$ cat config.mk
export PLATFORM = sky130hd
export DESIGN_NAME = rpe_cell
export DESIGN_NICKNAME = d
export VERILOG_FILES = /design/src/design/assert_macros.svh /design/src/design/rpe_pkg.sv /design/src/design/rpe_cell.sv
export SDC_FILE = /design/constraint.sdc
export NUM_CORES = 1
export LEC_CHECK = 0
export ABC_AREA = 0
export BUFFER_PORTS_ARGS = -buffer_cell sky130_fd_sc_hd__buf_2
export CAP_MARGIN = 20
export CORE_ASPECT_RATIO = 0.8
export CORE_MARGIN = 10
export CORE_UTILIZATION = 40
export CTS_BUF_LIST = sky130_fd_sc_hd__clkbuf_8
export DETAILED_ROUTE_END_ITERATION = 10
export GPL_ROUTABILITY_DRIVEN = 1
export PLACE_DENSITY = 0.59
export RECOVER_POWER = 50
export SYNTH_ARGS = -nofsm -noshare
export SYNTH_HDL_FRONTEND = slang
export SYNTH_SLANG_ARGS = --single-unit
export TNS_END_PERCENT = 20
$ cat constraint.sdc
create_clock -name clk -period 8.4 [get_ports clk]
set_clock_uncertainty 0.1 [all_clocks]
set_input_delay 1.68 -clock clk [delete_from_list [all_inputs] [get_ports clk]]
set_output_delay 1.68 -clock clk [all_outputs]
set_load 0.01 [all_outputs]
$ cat src/design/assert_macros.svh
// Assertion macros shared by the RTL of the rotary position embedding block.
// Depends on nothing; files that assert include it by bare name.
`ifndef ASSERT_MACROS_SVH
`define ASSERT_MACROS_SVH

// Clocked check, masked while rst_n is low.
`define RPE_ASSERT(label, prop, msg) \
  label: assert property (@(posedge clk) disable iff (!rst_n) prop) else $error(msg);

// Implication check, masked while rst_n is low.
`define RPE_ASSERT_IMP(label, ante, cons, msg) \
  label: assert property (@(posedge clk) disable iff (!rst_n) (ante) |-> (cons)) \
    else $error(msg);

`endif

$ cat src/design/rpe_pkg.sv
// Package for the rotary position embedding block: sizes, types, constants.
// Used by every RTL file; depends on nothing.
package rpe_pkg;

  localparam int HEAD_SIZE     = 128;
  localparam int CORDIC_STAGES = 16;
  localparam int USED_STAGES   = (CORDIC_STAGES > 24) ? 24 : CORDIC_STAGES;
  localparam int SLOT_COUNT    = HEAD_SIZE / 2;
  localparam int SLOT_W        = (SLOT_COUNT > 1) ? $clog2(SLOT_COUNT) : 1;
  localparam int SLOT_RECIP    = (1 << 20) / SLOT_COUNT;

  localparam int DW = 36;   // datapath x/y: Q4.11 with 16 extra fraction bits plus growth
  localparam int ZW = 32;   // residual angle, 2^-32 turn

  localparam logic [29:0] GAIN_Q30 = 30'd652032874;

  localparam logic [31:0] ATAN_TURN [24] = '{
    32'h20000000, 32'h12E4051E, 32'h09FB385B, 32'h051111D4,
    32'h028B0D43, 32'h0145D7E1, 32'h00A2F61E, 32'h00517C55,
    32'h0028BE53, 32'h00145F2F, 32'h000A2F98, 32'h000517CC,
    32'h00028BE6, 32'h000145F3, 32'h0000A2FA, 32'h0000517D,
    32'h000028BE, 32'h0000145F, 32'h00000A30, 32'h00000518,
    32'h0000028C, 32'h00000146, 32'h000000A3, 32'h00000051
  };

  typedef enum logic {
    CMD_LOAD   = 1'b0,
    CMD_ROTATE = 1'b1
  } cmd_t;

  typedef struct packed {
    cmd_t        cmd;
    logic [9:0]  pair_index;
    logic [15:0] position;
    logic [31:0] angle_step;
    logic signed [15:0] value_a;
    logic signed [15:0] value_b;
  } req_t;

  typedef struct packed {
    logic signed [DW-1:0] x;
    logic signed [DW-1:0] y;
    logic signed [ZW-1:0] z;
  } cordic_t;

  // pair_index modulo SLOT_COUNT: reciprocal estimate, then one correction
  function automatic logic [SLOT_W-1:0] slot_of(input logic [9:0] idx);
    logic [30:0] prod;
    logic [9:0]  q;
    logic [19:0] qm;
    logic [9:0]  r;
    prod = {21'd0, idx} * 31'(SLOT_RECIP);
    q    = prod[29:20];
    qm   = 20'(q) * 20'(SLOT_COUNT);
    r    = idx - qm[9:0];
    if (r >= 10'(SLOT_COUNT)) begin
      r = r - 10'(SLOT_COUNT);
    end
    return r[SLOT_W-1:0];
  endfunction

endpackage

$ cat src/design/rpe_cell.sv
// One CORDIC micro-rotation cell with its own valid/ready stage register.
// Depends on rpe_pkg.
module rpe_cell import rpe_pkg::*; (
  input  logic       clk,
  input  logic       rst_n,
  input  logic [4:0] stage_idx,   // tied to the cell's place in the row
  input  logic       in_valid,
  output logic       in_ready,
  input  cordic_t    in_data,
  output logic       out_valid,
  input  logic       out_ready,
  output cordic_t    out_data
);

  logic    valid_r;
  cordic_t data_r, data_nxt;
  logic signed [DW-1:0] dx, dy;
  logic signed [ZW-1:0] at;

  assign in_ready = !valid_r || out_ready;

  always_comb begin
    dx = in_data.y >>> stage_idx;
    dy = in_data.x >>> stage_idx;
    at = $signed(ATAN_TURN[stage_idx]);
    if (!in_data.z[ZW-1]) begin
      data_nxt.x = in_data.x - dx;
      data_nxt.y = in_data.y + dy;
      data_nxt.z = in_data.z - at;
    end else begin
      data_nxt.x = in_data.x + dx;
      data_nxt.y = in_data.y - dy;
      data_nxt.z = in_data.z + at;
    end
  end

  always_ff @(posedge clk) begin
    if (!rst_n) begin
      valid_r <= 1'b0;
    end else if (in_ready) begin
      valid_r <= in_valid;
    end
    if (in_ready && in_valid) begin
      data_r <= data_nxt;
    end
  end

  assign out_valid = valid_r;
  assign out_data  = data_r;

endmodule

==> metrics <==
Top FF cell, synth edfxtp_1; fin crit share 0.944; core area 39800 µm²; DIE HEIGHT 200 µm; final number of hold-violating endpoints 0; Synthesized Nets 2020; Starting Density 0.409; total global routing overflow 0; power per cell area 162 nW/µm²; TritonCTS clock tree done; mapped cell area 16300 µm²; number of max-cap violations 2; status complete, but fails checks; Fmax about 130 MHz; share of cells above drive strength 1 0.179; critical path, cell by cell buf_6 -> mux4_2 -> mux4_2 -> a221oi_1 -> ha_1 -> inv_1 -> a2111oi_0 -> nand4_1 -> nor2_1 -> a21oi_1 -> xnor2_1 -> ha_1 -> nand2_1 -> nor3_1 -> o22ai_1 -> a211oi_1 -> buf_4 -> o2111ai_1 -> a21boi_0 -> o2111ai_1 -> a311o_1 -> nand3_1; post-route cell area 18200 µm²; DRT iter0 DRCs 2189; Min Clock Period, post-route 7930 ps; wire per inst 25.4 µm; CP Data Required Time 8640 ps; CTS buffer count 9; CTS Hold Bufs 0; Setup CP Type primary input to flip-flop; number of synthesized flops with an enable pin 104; clk slew on worst S/H paths 100 ps; Syn. warnings 0; commonest non-fill, non-tap cell in the layout a21oi_1; Unique masters post-synth about 90; Routed WL 64300 µm; Pleak 7.17 nW; syn avg cell area 9.07 µm²; DRT antenna net count 0; RSZ-0062 raised after global routing false; worst skew pair latency 470 ps; HPWL after detailed placement 50600 µm; largest net degree at the start of global routing 72; clk sink count 105; first-pass GRT wire length 96500 µm; vias in the first global route around 15000; Worst EP arrival around 8000 ps; DRT Pass-1 Iters 6; vias post-DR 16000; Area growth, synth to finish 11.7%; # IOs 219; GPL Wtd Cong approximately 1.0; post-cts sizing count 0; TNS Setup 0 ps; Fill cells 3923; Syn Inst Count 1794; Final setup violation count 0; Final Slew Violations roughly 110; initial antenna violation count 4; Clock Root Buffer clkbuf_8; Seq/Total Area, Yosys 0.193; CP Launch Type primary input; die area between 40000 and 50000 µm²; Final Core Density 0.457; placed cell area 18100 µm²; most frequent cells in the layout 150 x a21oi_1, 140 x nand2_1, 137 x nor2_1, 110 x ha_1, 110 x buf_2; Layout Nets 2215; Post-route DRC 0; peak per-stage delay on the critical path 700 ps; port buffer count ~220; Total GRT Usage 0.253; Slowest-stage cell, CP a21boi_0; ys async rst share 0; Max H-tree Level 3; hold crit path type flip-flop to flip-flop; worst-margin pin slew 3540 ps; Cell Rows 65; CTS Buffer Depth 2; Post-CTS Setup Inserts 0; chip width 245 µm; failing checks max-capacitance violations, max-slew violations; Max FO, Critical Path 30; Critical Path End Type flip-flop; peak supply drop 0.103 mV; Slew headroom -1.36; vias per std cell 6.32; Synth Register Bits 105
path summary, 6_finish.rpt:
check / from / end / slack (ps) / depth (start not counted)
worst max-delay path: stage_idx[0] / out_data[102] / 470 / 22
worst min-delay path: out_valid / out_valid / 440 / 2
worst max register to register: out_valid / out_data[31] / 2510 / 3
worst min register to register: out_valid / out_valid / 440 / 2
area by class of cell:
class	instances	area [µm²]	area share
multi-input combinational	1527	12300	0.678
sequential	105	3140	0.173
clock buffer	9	124	0.00682
antenna	3	7.51	0.000413
tap	536	671	0.0369
timing repair buffer	290	1580	0.0871
clock inverter	7	110	0.00606
inverter	56	210	0.0116
registers in the layout, indices dropped and copies added (netlist names):
register   flops
out_valid      1
out_data     104
per-stage QoR:
stage | total power, mW | setup WS (ps) | hold WS [ps] | instances
6_report | 2.95 | 474 | 436 | 2533
5_1_grt | 3.15 | 100 | 462 | 2533
4_1_cts | 2.96 | 748 | 450 | 2530
3_5_place_dp | 2.54 | 277 | 434 | 2514
3_3_place_gp | 2.54 | 440 | 405 | 2514
2_1_floorplan | 2.00 | 1200 | 510 | 1794
Yosys cell counts, types with 13 or more instances:
cell type  number  area [µm²]
nor3_1         21         105
xnor2_1       109         955
mux2_2         22         248
inv_1          53         199
a22oi_1        19         143
o21ai_0        94         470
xor2_1         65         569
a31oi_1        38         238
buf_2          29         145
mux2i_1        50         500
buf_1          15        56.3
and3_1         23         144
nand2_1       140         526
o22ai_1        26         163
a21oi_1       150         751
ha_1          110        1380
mux4_2        104        2340
and2_1         19         119
edfxtp_1      104        3120
o211ai_1       16         120
o21a_1         19         143
a21o_1         53         398
a211oi_1       32         240
clkbuf_1       43         161
nand2b_1       19         119
nand4_1        13        81.3
nor2_1        138         518
nand3_1        36         180
nor2b_1        17         106
routing by layer:
layer / vias up / GRT usage / wire [µm]
li1: 7354 / - / -
met1: 7726 / 0.363 / 28500
met2: 839 / 0.362 / 27400
met3: 79 / 0.0736 / 7210
met4: 2 / 0.0667 / 1140
met5: - / 0 / 20
power breakdown:
part / leakage, nW / total, mW / internal (mW) / switching (mW)
sequential: 1.01 / 0.790 / 0.760 / 0.0303
clock: 0.118 / 0.401 / 0.195 / 0.207
combinational: 6.04 / 1.75 / 0.703 / 1.05
critical path: cells and delay by family:
family / cells / cell delay (ps)
buf+inv: 3 / 580
xor+xnor: 1 / 180
compound gates: 9 / 3080
mux: 2 / 1140
fa+ha+maj: 2 / 690
simple gates: 5 / 790
kinds of logic (layout without fill, tap and decap cells):
group / Yosys count / count (layout) / synth area share
compound gates: 578 / 578 / 0.235
mux: 185 / 185 / 0.198
other cells: 0 / 3 / 0
fa+ha+maj: 113 / 113 / 0.0883
xor+xnor: 174 / 174 / 0.0937
flops: 105 / 105 / 0.193
buf+inv: 162 / 362 / 0.0497
simple gates: 477 / 477 / 0.142
No activity file was read; power rests on OpenSTA's default activity.
