<file path="src/design/assert_macros.svh">
// Assertion macros shared by the RTL of the rotary position embedding block.
// Depends on nothing; files that assert include it by bare name.
`ifndef ASSERT_MACROS_SVH
`define ASSERT_MACROS_SVH

// Clocked check, masked while rst_n is low.
`define RPE_ASSERT(label, prop, msg) \
  label: assert property (@(posedge clk) disable iff (!rst_n) prop) else $error(msg);

// Implication check, masked while rst_n is low.
`define RPE_ASSERT_IMP(label, ante, cons, msg) \
  label: assert property (@(posedge clk) disable iff (!rst_n) (ante) |-> (cons)) \
    else $error(msg);

`endif

</file>
<file path="src/design/rpe_pkg.sv">
// Package for the rotary position embedding block: sizes, types, constants.
// Used by every RTL file; depends on nothing.
package rpe_pkg;

  localparam int HEAD_SIZE     = 128;
  localparam int CORDIC_STAGES = 16;
  localparam int USED_STAGES   = (CORDIC_STAGES > 24) ? 24 : CORDIC_STAGES;
  localparam int SLOT_COUNT    = HEAD_SIZE / 2;
  localparam int SLOT_W        = (SLOT_COUNT > 1) ? $clog2(SLOT_COUNT) : 1;
  localparam int SLOT_RECIP    = (1 << 20) / SLOT_COUNT;

  localparam int DW = 36;   // datapath x/y: Q4.11 with 16 extra fraction bits plus growth
  localparam int ZW = 32;   // residual angle, 2^-32 turn

  localparam logic [29:0] GAIN_Q30 = 30'd652032874;

  localparam logic [31:0] ATAN_TURN [24] = '{
    32'h20000000, 32'h12E4051E, 32'h09FB385B, 32'h051111D4,
    32'h028B0D43, 32'h0145D7E1, 32'h00A2F61E, 32'h00517C55,
    32'h0028BE53, 32'h00145F2F, 32'h000A2F98, 32'h000517CC,
    32'h00028BE6, 32'h000145F3, 32'h0000A2FA, 32'h0000517D,
    32'h000028BE, 32'h0000145F, 32'h00000A30, 32'h00000518,
    32'h0000028C, 32'h00000146, 32'h000000A3, 32'h00000051
  };

  typedef enum logic {
    CMD_LOAD   = 1'b0,
    CMD_ROTATE = 1'b1
  } cmd_t;

  typedef struct packed {
    cmd_t        cmd;
    logic [9:0]  pair_index;
    logic [15:0] position;
    logic [31:0] angle_step;
    logic signed [15:0] value_a;
    logic signed [15:0] value_b;
  } req_t;

  typedef struct packed {
    logic signed [DW-1:0] x;
    logic signed [DW-1:0] y;
    logic signed [ZW-1:0] z;
  } cordic_t;

  // pair_index modulo SLOT_COUNT: reciprocal estimate, then one correction
  function automatic logic [SLOT_W-1:0] slot_of(input logic [9:0] idx);
    logic [30:0] prod;
    logic [9:0]  q;
    logic [19:0] qm;
    logic [9:0]  r;
    prod = {21'd0, idx} * 31'(SLOT_RECIP);
    q    = prod[29:20];
    qm   = 20'(q) * 20'(SLOT_COUNT);
    r    = idx - qm[9:0];
    if (r >= 10'(SLOT_COUNT)) begin
      r = r - 10'(SLOT_COUNT);
    end
    return r[SLOT_W-1:0];
  endfunction

endpackage

</file>
<file path="src/design/rpe_front.sv">
// Front end: input register, step table, angle multiply, quarter-turn pre-rotation.
// Depends on rpe_pkg.
module rpe_front import rpe_pkg::*; (
  input  logic    clk,
  input  logic    rst_n,
  input  logic    rotate_inverse,
  input  logic    in_valid,
  output logic    in_ready,
  input  req_t    in_req,
  output logic    out_valid,
  input  logic    out_ready,
  output cordic_t out_data
);

  // stage A: registered request
  logic a_valid_r;
  req_t a_req_r;
  // stage B: step read back from the table
  logic               b_valid_r;
  logic [15:0]        b_pos_r;
  logic [31:0]        step_rd_r;
  logic signed [15:0] b_va_r, b_vb_r;
  // stage C: angle
  logic               c_valid_r;
  logic [31:0]        c_angle_r;
  logic signed [15:0] c_va_r, c_vb_r;
  // stage D: CORDIC entry
  logic    d_valid_r;
  cordic_t d_data_r;

  logic [31:0] step_mem [SLOT_COUNT];

  logic              b_ready, c_ready, d_ready, a_fire;
  logic [SLOT_W-1:0] slot;
  logic [47:0]       angle_full;
  logic [31:0]       ang, ang_off, u;
  logic [1:0]        quad;
  logic signed [DW-1:0] av, bv;
  cordic_t           d_data_nxt;

  assign d_ready  = !d_valid_r || out_ready;
  assign c_ready  = !c_valid_r || d_ready;
  assign b_ready  = !b_valid_r || c_ready;
  assign in_ready = !a_valid_r || b_ready;
  assign a_fire   = a_valid_r && b_ready;
  assign slot     = slot_of(a_req_r.pair_index);

  always_ff @(posedge clk) begin
    if (!rst_n) begin
      a_valid_r <= 1'b0;
    end else if (in_ready) begin
      a_valid_r <= in_valid;
    end
    if (in_ready && in_valid) begin
      a_req_r <= in_req;
    end
  end

  // step table: write on a load leaving stage A, registered read on a rotate
  always_ff @(posedge clk) begin
    if (a_fire && a_req_r.cmd == CMD_LOAD) begin
      step_mem[slot] <= a_req_r.angle_step;
    end
    if (a_fire && a_req_r.cmd == CMD_ROTATE) begin
      step_rd_r <= step_mem[slot];
    end
  end

  always_ff @(posedge clk) begin
    if (!rst_n) begin
      b_valid_r <= 1'b0;
    end else if (b_ready) begin
      b_valid_r <= a_valid_r && a_req_r.cmd == CMD_ROTATE;
    end
    if (a_fire) begin
      b_pos_r <= a_req_r.position;
      b_va_r  <= a_req_r.value_a;
      b_vb_r  <= a_req_r.value_b;
    end
  end

  assign angle_full = {32'd0, b_pos_r} * {16'd0, step_rd_r};

  always_ff @(posedge clk) begin
    if (!rst_n) begin
      c_valid_r <= 1'b0;
    end else if (c_ready) begin
      c_valid_r <= b_valid_r;
    end
    if (c_ready && b_valid_r) begin
      c_angle_r <= angle_full[31:0];
      c_va_r    <= b_va_r;
      c_vb_r    <= b_vb_r;
    end
  end

  // quadrant split leaves a residual in [-1/8, 1/8) turn
  always_comb begin
    ang     = rotate_inverse ? (32'd0 - c_angle_r) : c_angle_r;
    ang_off = ang + 32'h2000_0000;
    quad    = ang_off[31:30];
    u       = ang - {quad, 30'd0};
    av      = {{(DW-32){c_va_r[15]}}, c_va_r, 16'd0};
    bv      = {{(DW-32){c_vb_r[15]}}, c_vb_r, 16'd0};
    d_data_nxt.z = $signed(u);
    case (quad)
      2'd0: begin
        d_data_nxt.x = av;
        d_data_nxt.y = bv;
      end
      2'd1: begin
        d_data_nxt.x = -bv;
        d_data_nxt.y = av;
      end
      2'd2: begin
        d_data_nxt.x = -av;
        d_data_nxt.y = -bv;
      end
      default: begin
        d_data_nxt.x = bv;
        d_data_nxt.y = -av;
      end
    endcase
  end

  always_ff @(posedge clk) begin
    if (!rst_n) begin
      d_valid_r <= 1'b0;
    end else if (d_ready) begin
      d_valid_r <= c_valid_r;
    end
    if (d_ready && c_valid_r) begin
      d_data_r <= d_data_nxt;
    end
  end

  assign out_valid = d_valid_r;
  assign out_data  = d_data_r;

endmodule

</file>
<file path="config.mk">
export PLATFORM = sky130hd
export DESIGN_NAME = rpe_front
export DESIGN_NICKNAME = d
export VERILOG_FILES = /design/src/design/assert_macros.svh /design/src/design/rpe_pkg.sv /design/src/design/rpe_front.sv
export SDC_FILE = /design/constraint.sdc
export NUM_CORES = 2
export LEC_CHECK = 0
export BUFFER_PORTS_ARGS = -buffer_cell sky130_fd_sc_hd__buf_2
export CAP_MARGIN = 15
export CORE_UTILIZATION = 30
export DETAILED_ROUTE_END_ITERATION = 8
export SETUP_SLACK_MARGIN = 0.05
export SLEW_MARGIN = 0
export SYNTH_ARGS = -nofsm -noshare
export SYNTH_HDL_FRONTEND = slang
export SYNTH_SLANG_ARGS = --single-unit
export TNS_END_PERCENT = 30
</file>
<file path="constraint.sdc">
create_clock -name clk -period 19.32 [get_ports clk]
set_clock_uncertainty 0.05 [all_clocks]
set_input_delay 2.898 -clock clk [delete_from_list [all_inputs] [get_ports clk]]
set_output_delay 2.898 -clock clk [all_outputs]
set_load 0.01 [all_outputs]
</file>
==> flow_metrics.py <==
metrics = {
    "run_status": {
        "status": "complete, no violations",
    },
    "clocking": {
        "cts_buffers": 223,
        "insertion_delay_ns": 0.92,
        "cts_sinks": 2355,
        "h-tree-depth": 4,
        "cts_tree": "built",
        "cts_root_buf": "clkbuf_16",
        "cts-resized-gates": 0,
        "postCtsSetupBuffers": 0,
        "cts_buffer_depth": 4,
        "hold_buffers": 0,
        "clkTransAtPathRegs_ns": 0.06,
    },
    "timing": {
        "tns_ns": 0,
        "fin_crit_sh": 0.357,
        "fin_hold_ws_ns": 0.359,
        "fmax_mhz": 145,
        "slew_headroom": 0.141,
        "drv_slew": 0,
        "rsz0062_at_grt": "no",
        "finalHoldViolCount": 0,
        "max_slew.worst_pin.slew_ns": 1.29,
        "setup_viol": 0,
        "worst_slack_ns": 12.43,
        "finalCriticalPeriod_ns": 6.89,
    },
    "worst_setup_path": {
        "cp-start-kind": "primary input",
        "end_kind": "output pin",
        "crit_path_top_delay_cell": "and2_1",
        "cpMostUsedCell": "buf_2",
        "cp_num_buf_inv": 2,
        "critPathMaxStageDelay_ns": 0.36,
        "r2r_end": "c_angle_r[25]",
        "cp_max_fo": 5,
        "cp.required_ns": 16.37,
        "crit_type": "in -> out",
        "rr_worst_depth": 16,
        "critPathTopFamily": "simple AND/OR/NAND/NOR gates",
        "worstPathArrival_ns": 3.95,
        "rrSetupSlack_ns": 12.48,
        "reg2reg_from": "b_pos_r[10]",
        "critical_path.cell_chain": "buf_2 > nor2b_1 > and2_1 > nand3_1 > buf_2",
    },
    "synthesis": {
        "ys_types": 80,
        "synth_common_cells": "edfxtp_1, nand2_1, inv_1, fa_1, a221oi_1",
        "synth_ff_type": "edfxtp_1",
        "synth.largest_area_cell": "edfxtp_1",
        "ys_warn_count": 0,
        "synth-seq-cells": 2355,
        "syn_avg_cell_area_um2": 16.5,
        "netlist_area_um2": 101000,
        "synth_most_common_cell": "edfxtp_1",
        "synth.top_cell.area_share": 0.700,
        "synth_area_leaders": "edfxtp_1, fa_1, mux4_2",
        "synth_seq_area_share": 0.700,
        "ys_async_sr_fraction": 0,
        "syn_inst": 6130,
        "synth_edf_count": 2351,
    },
    "drt": {
        "vias": 58300,
        "first_pass_iters": 7,
        "drc": 0,
        "wirelength_mm": 301,
        "drtIter0Drc": 7991,
        "routedWlPerCell_um": 27.5,
        "ant_nets": 0,
        "routed_via_density": 5.33,
    },
    "pwr": {
        "comb_power_share": 0.246,
        "power_density_nw_per_um2": 117,
        "swShare": 0.296,
        "p_leak_uw": 0.0381,
        "peakVddDrop_v": 0.000132,
        "power_frac_clock": 0.313,
        "power.internal_uw": 9440,
        "pwr-share-seq": 0.441,
        "switching_power_uw": 3980,
    },
    "placement": {
        "pre_cts_ws_ns": 12.43,
        "place_congestion": 0.845,
        "numPortBuffers": 165,
        "dp_hpwl_mm": 174,
    },
    "global_routing": {
        "grt_pass1_wl_mm": 425,
        "antenna_found_initial": 30,
        "grt_max_degree": 110,
        "first_global_vias": 56900,
        "overflow": 0,
        "grt_usage": 0.173,
    },
    "min_path": {
        "holdCritPathClass": "reg -> reg",
        "hold_path_depth": 0,
        "hp-start": "b_vb_r[0]",
        "hold_end": "c_vb_r[0]",
    },
    "finish": {
        "area_growth_pct": 13.5,
        "drive_gt1_frac": 0.158,
        "fin_nets": 6839,
    },
    "floorplan": {
        "ios": 202,
        "die_x_um": 582,
        "core_area_um2": 334000,
        "die-area_um2": 339000,
        "start_util": 0.302,
        "core.rowCount": 212,
        "dieHeight_um": 582,
    },
    "run": {
        "drv_cap": 0,
    },
}
final cells by class:
class	instances	area [um2]
antenna	11	27.5
clock buffer	277	5870
clock inverter	122	896
fill	31400	219000
inverter	351	1330
multi-input combinational	3068	27800
sequential	2355	70700
tap	4387	5490
timing repair buffer	370	2410
per-layer routing:
layer | up-vias | global-route usage | wire, um
met3 | 508 | 0.0404 | 34500
met4 | 14 | 0.0446 | 8180
met5 | - | 0 | 92
met1 | 30400 | 0.247 | 124000
met2 | 3442 | 0.265 | 135000
li1 | 23900 | - | -
state kept, by name, indices dropped and copies added, names as in the netlist:
register	cells
step_mem	2048
b_pos_r	16
a_valid_r	1
c_angle_r	32
step_rd_r	32
c_valid_r	1
b_valid_r	1
b_va_r	16
c_vb_r	16
c_va_r	16
out_data	72
a_req_r	87
b_vb_r	16
out_valid	1
power by group through the flow:
| stage | sequential (uW) | combinational (uW) | clock, uW |
|---|---|---|---|
| after global placement | 6030 | 3210 | 0 |
| after global routing | 5920 | 3660 | 4440 |
| after detailed placement | 6030 | 3270 | 0 |
| final | 5920 | 3300 | 4190 |
| after CTS | 5920 | 3280 | 4250 |
| after floorplan | 6060 | 2270 | 0 |
layout by cell type, fill, tap and decap left out, types with 16 or more instances in the layout:
cell | netlist | final
o22ai_1 | 106 | 106
mux2i_1 | 242 | 242
a221oi_1 | 270 | 270
or4_1 | 19 | 19
fa_1 | 304 | 304
buf_4 | 69 | 200
conb_1 | 1 | 32
inv_1 | 349 | 348
a221o_1 | 22 | 22
clkbuf_1 | 190 | 50
a22o_1 | 56 | 56
edfxtp_1 | 2351 | 2351
nor2_1 | 263 | 188
a21oi_1 | 188 | 188
nor3_1 | 23 | 23
ha_1 | 70 | 69
o21ai_0 | 130 | 130
buf_2 | 98 | 165
nor2_4 | 0 | 75
nand2_1 | 403 | 402
a31oi_1 | 20 | 19
clkinv_2 | 0 | 40
and2_1 | 157 | 153
mux2_2 | 125 | 125
xnor2_1 | 83 | 83
nand3_1 | 17 | 16
clkbuf_16 | 0 | 227
xor2_1 | 40 | 40
mux4_2 | 139 | 139
clkinv_1 | 0 | 59
a22oi_1 | 143 | 143
how the worst max path moves through the flow:
stage,startpoint,to,depth (start not counted)
after floorplan,out_ready,a_req_r[0],3
after global placement,out_ready,in_ready,5
after detailed placement,out_ready,in_ready,5
after CTS,out_ready,in_ready,5
after global routing,b_pos_r[10],c_angle_r[25],16
final,out_ready,in_ready,5
through the flow:
| stage | instance area, um2 | power (uW) | cells | util |
|---|---|---|---|---|
| after floorplan | 101000 | 8340 | 6161 | - |
| after global placement | 108000 | 9240 | 10500 | 0.323 |
| after detailed placement | 108000 | 9290 | 10500 | 0.323 |
| after CTS | 115000 | 13400 | 10900 | 0.343 |
| after global routing | 115000 | 14000 | 10900 | 0.343 |
| final | 115000 | 13400 | 10900 | 0.343 |
cell families (layout without fill, tap and decap cells):
kind of cell / Yosys count / in the layout / share of synthesized area
muxes: 506 / 506 / 0.0690
xor gates and xnor gates: 125 / 125 / 0.0110
AOI/OAI and AO/OA: 1058 / 1058 / 0.0751
DFF: 2355 / 2355 / 0.700
adders and majority gates: 374 / 374 / 0.0690
buffers and inverters: 738 / 1120 / 0.0314
and+or+nand+nor: 973 / 973 / 0.0441
other: 1 / 43 / 0.0000372
Power figures use the tool's default switching activity.
