--- config.mk ---
export PLATFORM = sky130hd
export DESIGN_NAME = rpe_finish
export DESIGN_NICKNAME = d
export VERILOG_FILES = /design/src/design/assert_macros.svh /design/src/design/rpe_pkg.sv /design/src/design/rpe_finish.sv
export SDC_FILE = /design/constraint.sdc
export NUM_CORES = 2
export LEC_CHECK = 0
export ABC_AREA = 1
export BUFFER_PORTS_ARGS = -buffer_cell sky130_fd_sc_hd__clkbuf_2
export CELL_PAD_IN_SITES_DETAIL_PLACEMENT = 0
export CELL_PAD_IN_SITES_GLOBAL_PLACEMENT = 2
export CORE_ASPECT_RATIO = 1.75
export CORE_UTILIZATION = 38
export DETAILED_ROUTE_END_ITERATION = 8
export PLACE_DENSITY = 0.87
export SLEW_MARGIN = 20
export SYNTH_ARGS = -nofsm -noshare
export SYNTH_HDL_FRONTEND = slang
export SYNTH_SLANG_ARGS = --single-unit
--- constraint.sdc ---
create_clock -name clk -period 6.6 [get_ports clk]
set_clock_uncertainty 0.15 [all_clocks]
set_input_delay 1.98 -clock clk [delete_from_list [all_inputs] [get_ports clk]]
set_output_delay 1.98 -clock clk [all_outputs]
set_load 0.02 [all_outputs]
--- src/design/assert_macros.svh ---
// Assertion macros shared by the RTL of the rotary position embedding block.
// Depends on nothing; files that assert include it by bare name.
`ifndef ASSERT_MACROS_SVH
`define ASSERT_MACROS_SVH

// Clocked check, masked while rst_n is low.
`define RPE_ASSERT(label, prop, msg) \
  label: assert property (@(posedge clk) disable iff (!rst_n) prop) else $error(msg);

// Implication check, masked while rst_n is low.
`define RPE_ASSERT_IMP(label, ante, cons, msg) \
  label: assert property (@(posedge clk) disable iff (!rst_n) (ante) |-> (cons)) \
    else $error(msg);

`endif

--- src/design/rpe_pkg.sv ---
// Package for the rotary position embedding block: sizes, types, constants.
// Used by every RTL file; depends on nothing.
package rpe_pkg;

  localparam int HEAD_SIZE     = 128;
  localparam int CORDIC_STAGES = 16;
  localparam int USED_STAGES   = (CORDIC_STAGES > 24) ? 24 : CORDIC_STAGES;
  localparam int SLOT_COUNT    = HEAD_SIZE / 2;
  localparam int SLOT_W        = (SLOT_COUNT > 1) ? $clog2(SLOT_COUNT) : 1;
  localparam int SLOT_RECIP    = (1 << 20) / SLOT_COUNT;

  localparam int DW = 36;   // datapath x/y: Q4.11 with 16 extra fraction bits plus growth
  localparam int ZW = 32;   // residual angle, 2^-32 turn

  localparam logic [29:0] GAIN_Q30 = 30'd652032874;

  localparam logic [31:0] ATAN_TURN [24] = '{
    32'h20000000, 32'h12E4051E, 32'h09FB385B, 32'h051111D4,
    32'h028B0D43, 32'h0145D7E1, 32'h00A2F61E, 32'h00517C55,
    32'h0028BE53, 32'h00145F2F, 32'h000A2F98, 32'h000517CC,
    32'h00028BE6, 32'h000145F3, 32'h0000A2FA, 32'h0000517D,
    32'h000028BE, 32'h0000145F, 32'h00000A30, 32'h00000518,
    32'h0000028C, 32'h00000146, 32'h000000A3, 32'h00000051
  };

  typedef enum logic {
    CMD_LOAD   = 1'b0,
    CMD_ROTATE = 1'b1
  } cmd_t;

  typedef struct packed {
    cmd_t        cmd;
    logic [9:0]  pair_index;
    logic [15:0] position;
    logic [31:0] angle_step;
    logic signed [15:0] value_a;
    logic signed [15:0] value_b;
  } req_t;

  typedef struct packed {
    logic signed [DW-1:0] x;
    logic signed [DW-1:0] y;
    logic signed [ZW-1:0] z;
  } cordic_t;

  // pair_index modulo SLOT_COUNT: reciprocal estimate, then one correction
  function automatic logic [SLOT_W-1:0] slot_of(input logic [9:0] idx);
    logic [30:0] prod;
    logic [9:0]  q;
    logic [19:0] qm;
    logic [9:0]  r;
    prod = {21'd0, idx} * 31'(SLOT_RECIP);
    q    = prod[29:20];
    qm   = 20'(q) * 20'(SLOT_COUNT);
    r    = idx - qm[9:0];
    if (r >= 10'(SLOT_COUNT)) begin
      r = r - 10'(SLOT_COUNT);
    end
    return r[SLOT_W-1:0];
  endfunction

endpackage

--- src/design/rpe_finish.sv ---
// Gain compensation, rounding and saturation, ending in the output register.
// Depends on rpe_pkg. Multiply split into two 18-bit partial products.
module rpe_finish import rpe_pkg::*; (
  input  logic               clk,
  input  logic               rst_n,
  input  logic               in_valid,
  output logic               in_ready,
  input  cordic_t            in_data,
  output logic               out_valid,
  input  logic               out_ready,
  output logic signed [15:0] out_a,
  output logic signed [15:0] out_b
);

  localparam int LO_W = 18;
  localparam int HI_W = DW - LO_W;
  localparam int PH_W = HI_W + 31;
  localparam int PL_W = LO_W + 30;
  localparam int SW   = DW + 32;
  localparam logic signed [SW-1:0] RND = SW'(1) << 45;

  logic                   p_valid_r, o_valid_r;
  logic signed [PH_W-1:0] phx_r, phy_r;
  logic [PL_W-1:0]        plx_r, ply_r;
  logic signed [15:0]     oa_r, ob_r;
  logic                   p_ready, o_ready;

  function automatic logic signed [PH_W-1:0] hi_prod(input logic signed [DW-1:0] v);
    logic signed [HI_W-1:0] h;
    h = v[DW-1:LO_W];
    return PH_W'(h) * PH_W'($signed({1'b0, GAIN_Q30}));
  endfunction

  function automatic logic [PL_W-1:0] lo_prod(input logic signed [DW-1:0] v);
    logic [LO_W-1:0] l;
    l = v[LO_W-1:0];
    return PL_W'(l) * PL_W'(GAIN_Q30);
  endfunction

  // sum partials, round half up at bit 46, clamp to 16 bits
  function automatic logic signed [15:0] round_sat(input logic signed [PH_W-1:0] ph,
                                                   input logic [PL_W-1:0] pl);
    logic signed [SW-1:0]    total;
    logic signed [SW-47:0]   r;
    logic signed [15:0]      res;
    total = (SW'(ph) <<< LO_W) + $signed(SW'(pl)) + RND;
    r     = total[SW-1:46];
    if (r > (SW-46)'(32767)) begin
      res = 16'sh7FFF;
    end else if (r < -(SW-46)'(32768)) begin
      res = -16'sh8000;
    end else begin
      res = r[15:0];
    end
    return res;
  endfunction

  assign o_ready  = !o_valid_r || out_ready;
  assign p_ready  = !p_valid_r || o_ready;
  assign in_ready = p_ready;

  always_ff @(posedge clk) begin
    if (!rst_n) begin
      p_valid_r <= 1'b0;
    end else if (p_ready) begin
      p_valid_r <= in_valid;
    end
    if (p_ready && in_valid) begin
      phx_r <= hi_prod(in_data.x);
      plx_r <= lo_prod(in_data.x);
      phy_r <= hi_prod(in_data.y);
      ply_r <= lo_prod(in_data.y);
    end
  end

  always_ff @(posedge clk) begin
    if (!rst_n) begin
      o_valid_r <= 1'b0;
    end else if (o_ready) begin
      o_valid_r <= p_valid_r;
    end
    if (o_ready && p_valid_r) begin
      oa_r <= round_sat(phx_r, plx_r);
      ob_r <= round_sat(phy_r, ply_r);
    end
  end

  assign out_valid = o_valid_r;
  assign out_a     = oa_r;
  assign out_b     = ob_r;

endmodule

==> insert_results.sql <==
INSERT INTO impl_metrics (metric_group, metric, value, unit) VALUES
('die', 'floorplan.core_area', '128000', 'um^2'),
('sta', 'fmaxAchievable', '145', 'MHz'),
('outcome', 'status', 'complete, but fails checks', ''),
('worst_setup_path', 'path_delay_family', 'adder cells', ''),
('worst_setup_path', 'critical_path.max_stage_delay', '0.59', 'ns'),
('synthesis', 'synth.yosys.seq_area_share', '11.4', '%'),
('worst_setup_path', 'worstSetupEndpointType', 'register', ''),
('die', 'ios', '142', ''),
('synthesis', 'ys_async_sr_fraction', '0', '%'),
('global_route', 'grt_pass1_vias', '45785', ''),
('worst_setup_path', 'crit_path_top_delay_cell', 'sky130_fd_sc_hd__fa_2', ''),
('sta', 'finish_stage_setup_viols', '89', ''),
('clock_network', 'clock_sinks', '188', ''),
('worst_setup_path', 'critical_path_class', 'in -> reg', ''),
('global_route', 'grt_start_max_net_pins', '79', ''),
('routing', 'post-route-drc-count', '39', ''),
('sta', 'final_min_period_over_clock_period', '104', '%'),
('cells_and_area', 'fin_util', '53.4', '%'),
('die', 'die-width', '274', 'um'),
('die', 'core.rowCount', '174', ''),
('placement', 'post-dp-hpwl', '147000', 'um'),
('synthesis', 'post_synth_num_cell_types', '50', ''),
('sta', 'worst_margin_pin_slew', '0.751', 'ns'),
('cells_and_area', 'nFillCells', '11836', ''),
('global_route', 'antenna_found_initial', '2', ''),
('routing', 'drtPass1Iterations', '7', ''),
('clock_network', 'cts_max_path_buffers', '2', ''),
('die', 'initial_utilization', '38.3', '%'),
('synthesis', 'synth_cells', '5670', ''),
('synthesis', 'mappedNetlistNets', '7414', ''),
('worst_setup_path', 'worstPathArrival', '6.98', 'ns'),
('routing', 'detail_route.wl_per_cell', '18.9', 'um'),
('sta', 'timing.final.crit_period', '6.89', 'ns'),
('die', 'fp.dieArea', '131000', 'um^2'),
('die', 'die_h', '478', 'um'),
('synthesis', 'number_of_flops_mapped_to_enable_cells_by_yosys', '186', ''),
('synthesis', 'syn_area_per_cell', '8.68', 'um^2'),
('sta', 'worst_slew_margin', '50.0', '%'),
('worst_setup_path', 'worst-endpoint-required', '6.69', 'ns'),
('outcome', 'violations_in_the_final_reports', 'design-rule violations, negative setup slack', ''),
('synthesis', 'yosys_warning_count', '0', ''),
('placement', 'finalWeightedCongestion', '0.974', ''),
('worst_setup_path', 'crit_fanout', '3', ''),
('flow_run', 'cap_violations', '0', ''),
('global_route', 'grt-ovfl-total', '0', ''),
('global_route', 'global_route_wire_length_before_repair', '252000', 'um'),
('clock_network', 'clock_tree.htree_level_count', '4', ''),
('placement', 'port_buffers', '109', ''),
('clock_network', 'cts_root_buf', 'sky130_fd_sc_hd__clkbuf_16', ''),
('sta', 'post-route-worst-setup-slack', '-0.294', 'ns'),
('global_route', 'grt_util_all_layers', '25.5', '%'),
('routing', 'avgViaCountPerCell', '4.77', ''),
('routing', 'drtAntennaViolNets', '0', ''),
('synthesis', 'ys.flop_type', 'sky130_fd_sc_hd__edfxtp_1', ''),
('sta', 'hold_violations', '0', ''),
('synthesis', 'synthesized_flop_and_latch_total', '188', ''),
('worst_hold_path', 'worst_hold_class', 'reg -> reg', ''),
('sta', 'rsz0062_at_grt', 'yes', ''),
('clock_network', 'clkTransAtPathRegs', '0.07', 'ns'),
('sta', 'slew_viol_final', '0', ''),
('worst_setup_path', 'worst-path-buf-inv', '7', ''),
('clock_network', 'tritoncts', 'done', ''),
('worst_setup_path', 'critPathMostFrequentCell', 'sky130_fd_sc_hd__fa_2', ''),
('cells_and_area', 'antenna_cells_inserted', '0', ''),
('clock_network', 'cts-buffers-inserted', '17', ''),
('clock_network', 'worst_skew_pair.late_latency', '0.50', 'ns'),
('worst_setup_path', 'crit_path_start_kind', 'input port', ''),
('cells_and_area', 'area.growth.synth_to_final', '39.3', '%'),
('routing', 'vias', '41281', ''),
('synthesis', 'netlist_area', '49200', 'um^2'),
('routing', 'dr.first_iter.drc_count', '1710', '');
## worst reg2reg max path: stages (launching register included)
cell                       delay, ns
sky130_fd_sc_hd__edfxtp_1       0.55
sky130_fd_sc_hd__ha_1           0.36
sky130_fd_sc_hd__ha_1           0.37
sky130_fd_sc_hd__nand2_1        0.14
sky130_fd_sc_hd__inv_1          0.07
sky130_fd_sc_hd__nand2_1        0.10
sky130_fd_sc_hd__nor2_1         0.16
sky130_fd_sc_hd__nand2_1        0.09
sky130_fd_sc_hd__nor2_1         0.11
sky130_fd_sc_hd__nand2_1        0.08
sky130_fd_sc_hd__nand3_1        0.10
sky130_fd_sc_hd__nand2_1        0.05
sky130_fd_sc_hd__nand2_1        0.11
sky130_fd_sc_hd__nand3_1        0.14
sky130_fd_sc_hd__o22ai_4        0.38
sky130_fd_sc_hd__nand2_1        0.17
## flip-flops by register name, summed over array words and instances, names as in the netlist
| signal | count |
|---|---|
| p_valid_r | 1 |
| phy_r | 48 |
| out_a | 16 |
| ply_r | 29 |
| out_valid | 1 |
| out_b | 16 |
| phx_r | 48 |
| plx_r | 29 |
## logic make-up (layout without fill, tap and decap cells)
family	count (synthesis)	in the layout
DFF	188	188
xor gates and xnor gates	158	158
buffers and inverters	1701	3006
and+or+nand+nor	1439	1439
AOI/OAI and AO/OA	548	548
adders and majority gates	1636	1636
## what timing repair did
action / CTS / global route
setup buffers: 61 / 89
resized for setup: 731 / 754
setup endpoints to repair: 117 / 121
hold buffers: 0 / 0
pin swaps: 335 / 463
## routing by layer
layer	GRT usage (%)	vias to the layer above	part of all wire, %	routed length, um
met4	13.4	4	6.5	10600
met5	0	-	0.016	26
met1	27.4	20192	37	60300
li1	-	19934	-	-
met3	1.96	372	2.5	4140
met2	49.0	779	54	88600
## through the flow
step	instances	area [um^2]	TNS (ns)	setup slack (ns)
6_report	8647	68600	-11.67	-0.294
5_1_grt	8647	68600	-22.31	-0.378
4_1_cts	8568	65100	-9.99	-0.285
3_5_place_dp	8480	61000	-102.09	-1.16
3_3_place_gp	8480	61000	-100.66	-1.10
2_1_floorplan	5670	50600	-6.52	-0.395
## cell type report
class                      instances  area share, %
clock buffer                      17          0.620
clock inverter                    15          0.230
inverter                        1697           9.38
multi-input combinational       3781           63.3
sequential                       188           8.20
tap                             1672           3.05
timing repair buffer            1277           15.3
## synth_stat cells (8+ instances only)
cell type | count | area, um^2
sky130_fd_sc_hd__edfxtp_1 | 186 | 5590
sky130_fd_sc_hd__fa_1 | 834 | 16700
sky130_fd_sc_hd__nand2_1 | 783 | 2940
sky130_fd_sc_hd__nand4_1 | 36 | 225
sky130_fd_sc_hd__a21oi_1 | 241 | 1210
sky130_fd_sc_hd__o21a_1 | 17 | 128
sky130_fd_sc_hd__nand2_2 | 10 | 62.6
sky130_fd_sc_hd__a31oi_1 | 41 | 257
sky130_fd_sc_hd__nand3_1 | 136 | 681
sky130_fd_sc_hd__and3_1 | 11 | 68.8
sky130_fd_sc_hd__a21boi_0 | 10 | 75.1
sky130_fd_sc_hd__nor2_1 | 381 | 1430
sky130_fd_sc_hd__o211ai_1 | 8 | 60.1
sky130_fd_sc_hd__or2_2 | 9 | 56.3
sky130_fd_sc_hd__o21ai_0 | 139 | 696
sky130_fd_sc_hd__xnor2_1 | 49 | 429
sky130_fd_sc_hd__ha_1 | 802 | 10000
sky130_fd_sc_hd__o21bai_1 | 30 | 225
sky130_fd_sc_hd__a21o_1 | 26 | 195
sky130_fd_sc_hd__nor4_1 | 18 | 113
sky130_fd_sc_hd__nor3_1 | 34 | 170
sky130_fd_sc_hd__xor2_1 | 109 | 955
sky130_fd_sc_hd__inv_1 | 1691 | 6350
## final timing paths
path,cells past startpoint,from,endpoint,slack [ns]
setup reg to reg,15,plx_r[47]$_DFFE_PP_,out_a[14]$_SDFFCE_PN1P_,3.19
setup / recovery,21,in_data[74],plx_r[46]$_DFFE_PP_,-0.29
hold / removal,2,out_valid$_SDFFE_PN0P_,out_valid$_SDFFE_PN0P_,0.39
hold reg to reg,2,out_valid$_SDFFE_PN0P_,out_valid$_SDFFE_PN0P_,0.39
## cell usage in the layout, fill, tap and decap left out, types with 32 or more instances in the layout
cell type and instances:
sky130_fd_sc_hd__ha_1 644, sky130_fd_sc_hd__nor2_1 264, sky130_fd_sc_hd__nand2_4 52, sky130_fd_sc_hd__fa_2 117, sky130_fd_sc_hd__nand3_1 94, sky130_fd_sc_hd__inv_1 1473
sky130_fd_sc_hd__o21ai_2 34, sky130_fd_sc_hd__fa_1 717, sky130_fd_sc_hd__xnor2_1 32, sky130_fd_sc_hd__xor2_1 85, sky130_fd_sc_hd__a21oi_2 70, sky130_fd_sc_hd__buf_6 121
sky130_fd_sc_hd__o21ai_0 63, sky130_fd_sc_hd__nand4_1 36, sky130_fd_sc_hd__buf_4 1046, sky130_fd_sc_hd__clkbuf_2 51, sky130_fd_sc_hd__nand2_2 95, sky130_fd_sc_hd__nor2_2 48
sky130_fd_sc_hd__inv_2 204, sky130_fd_sc_hd__nor2_4 74, sky130_fd_sc_hd__a21oi_4 46, sky130_fd_sc_hd__edfxtp_1 186, sky130_fd_sc_hd__nand2_1 640, sky130_fd_sc_hd__ha_4 144
sky130_fd_sc_hd__nand3_2 36, sky130_fd_sc_hd__a21oi_1 125
Power is left out: the tool's default activity adds up to more than one toggle a clock period on the data nets, which glitch-free logic cannot reach.
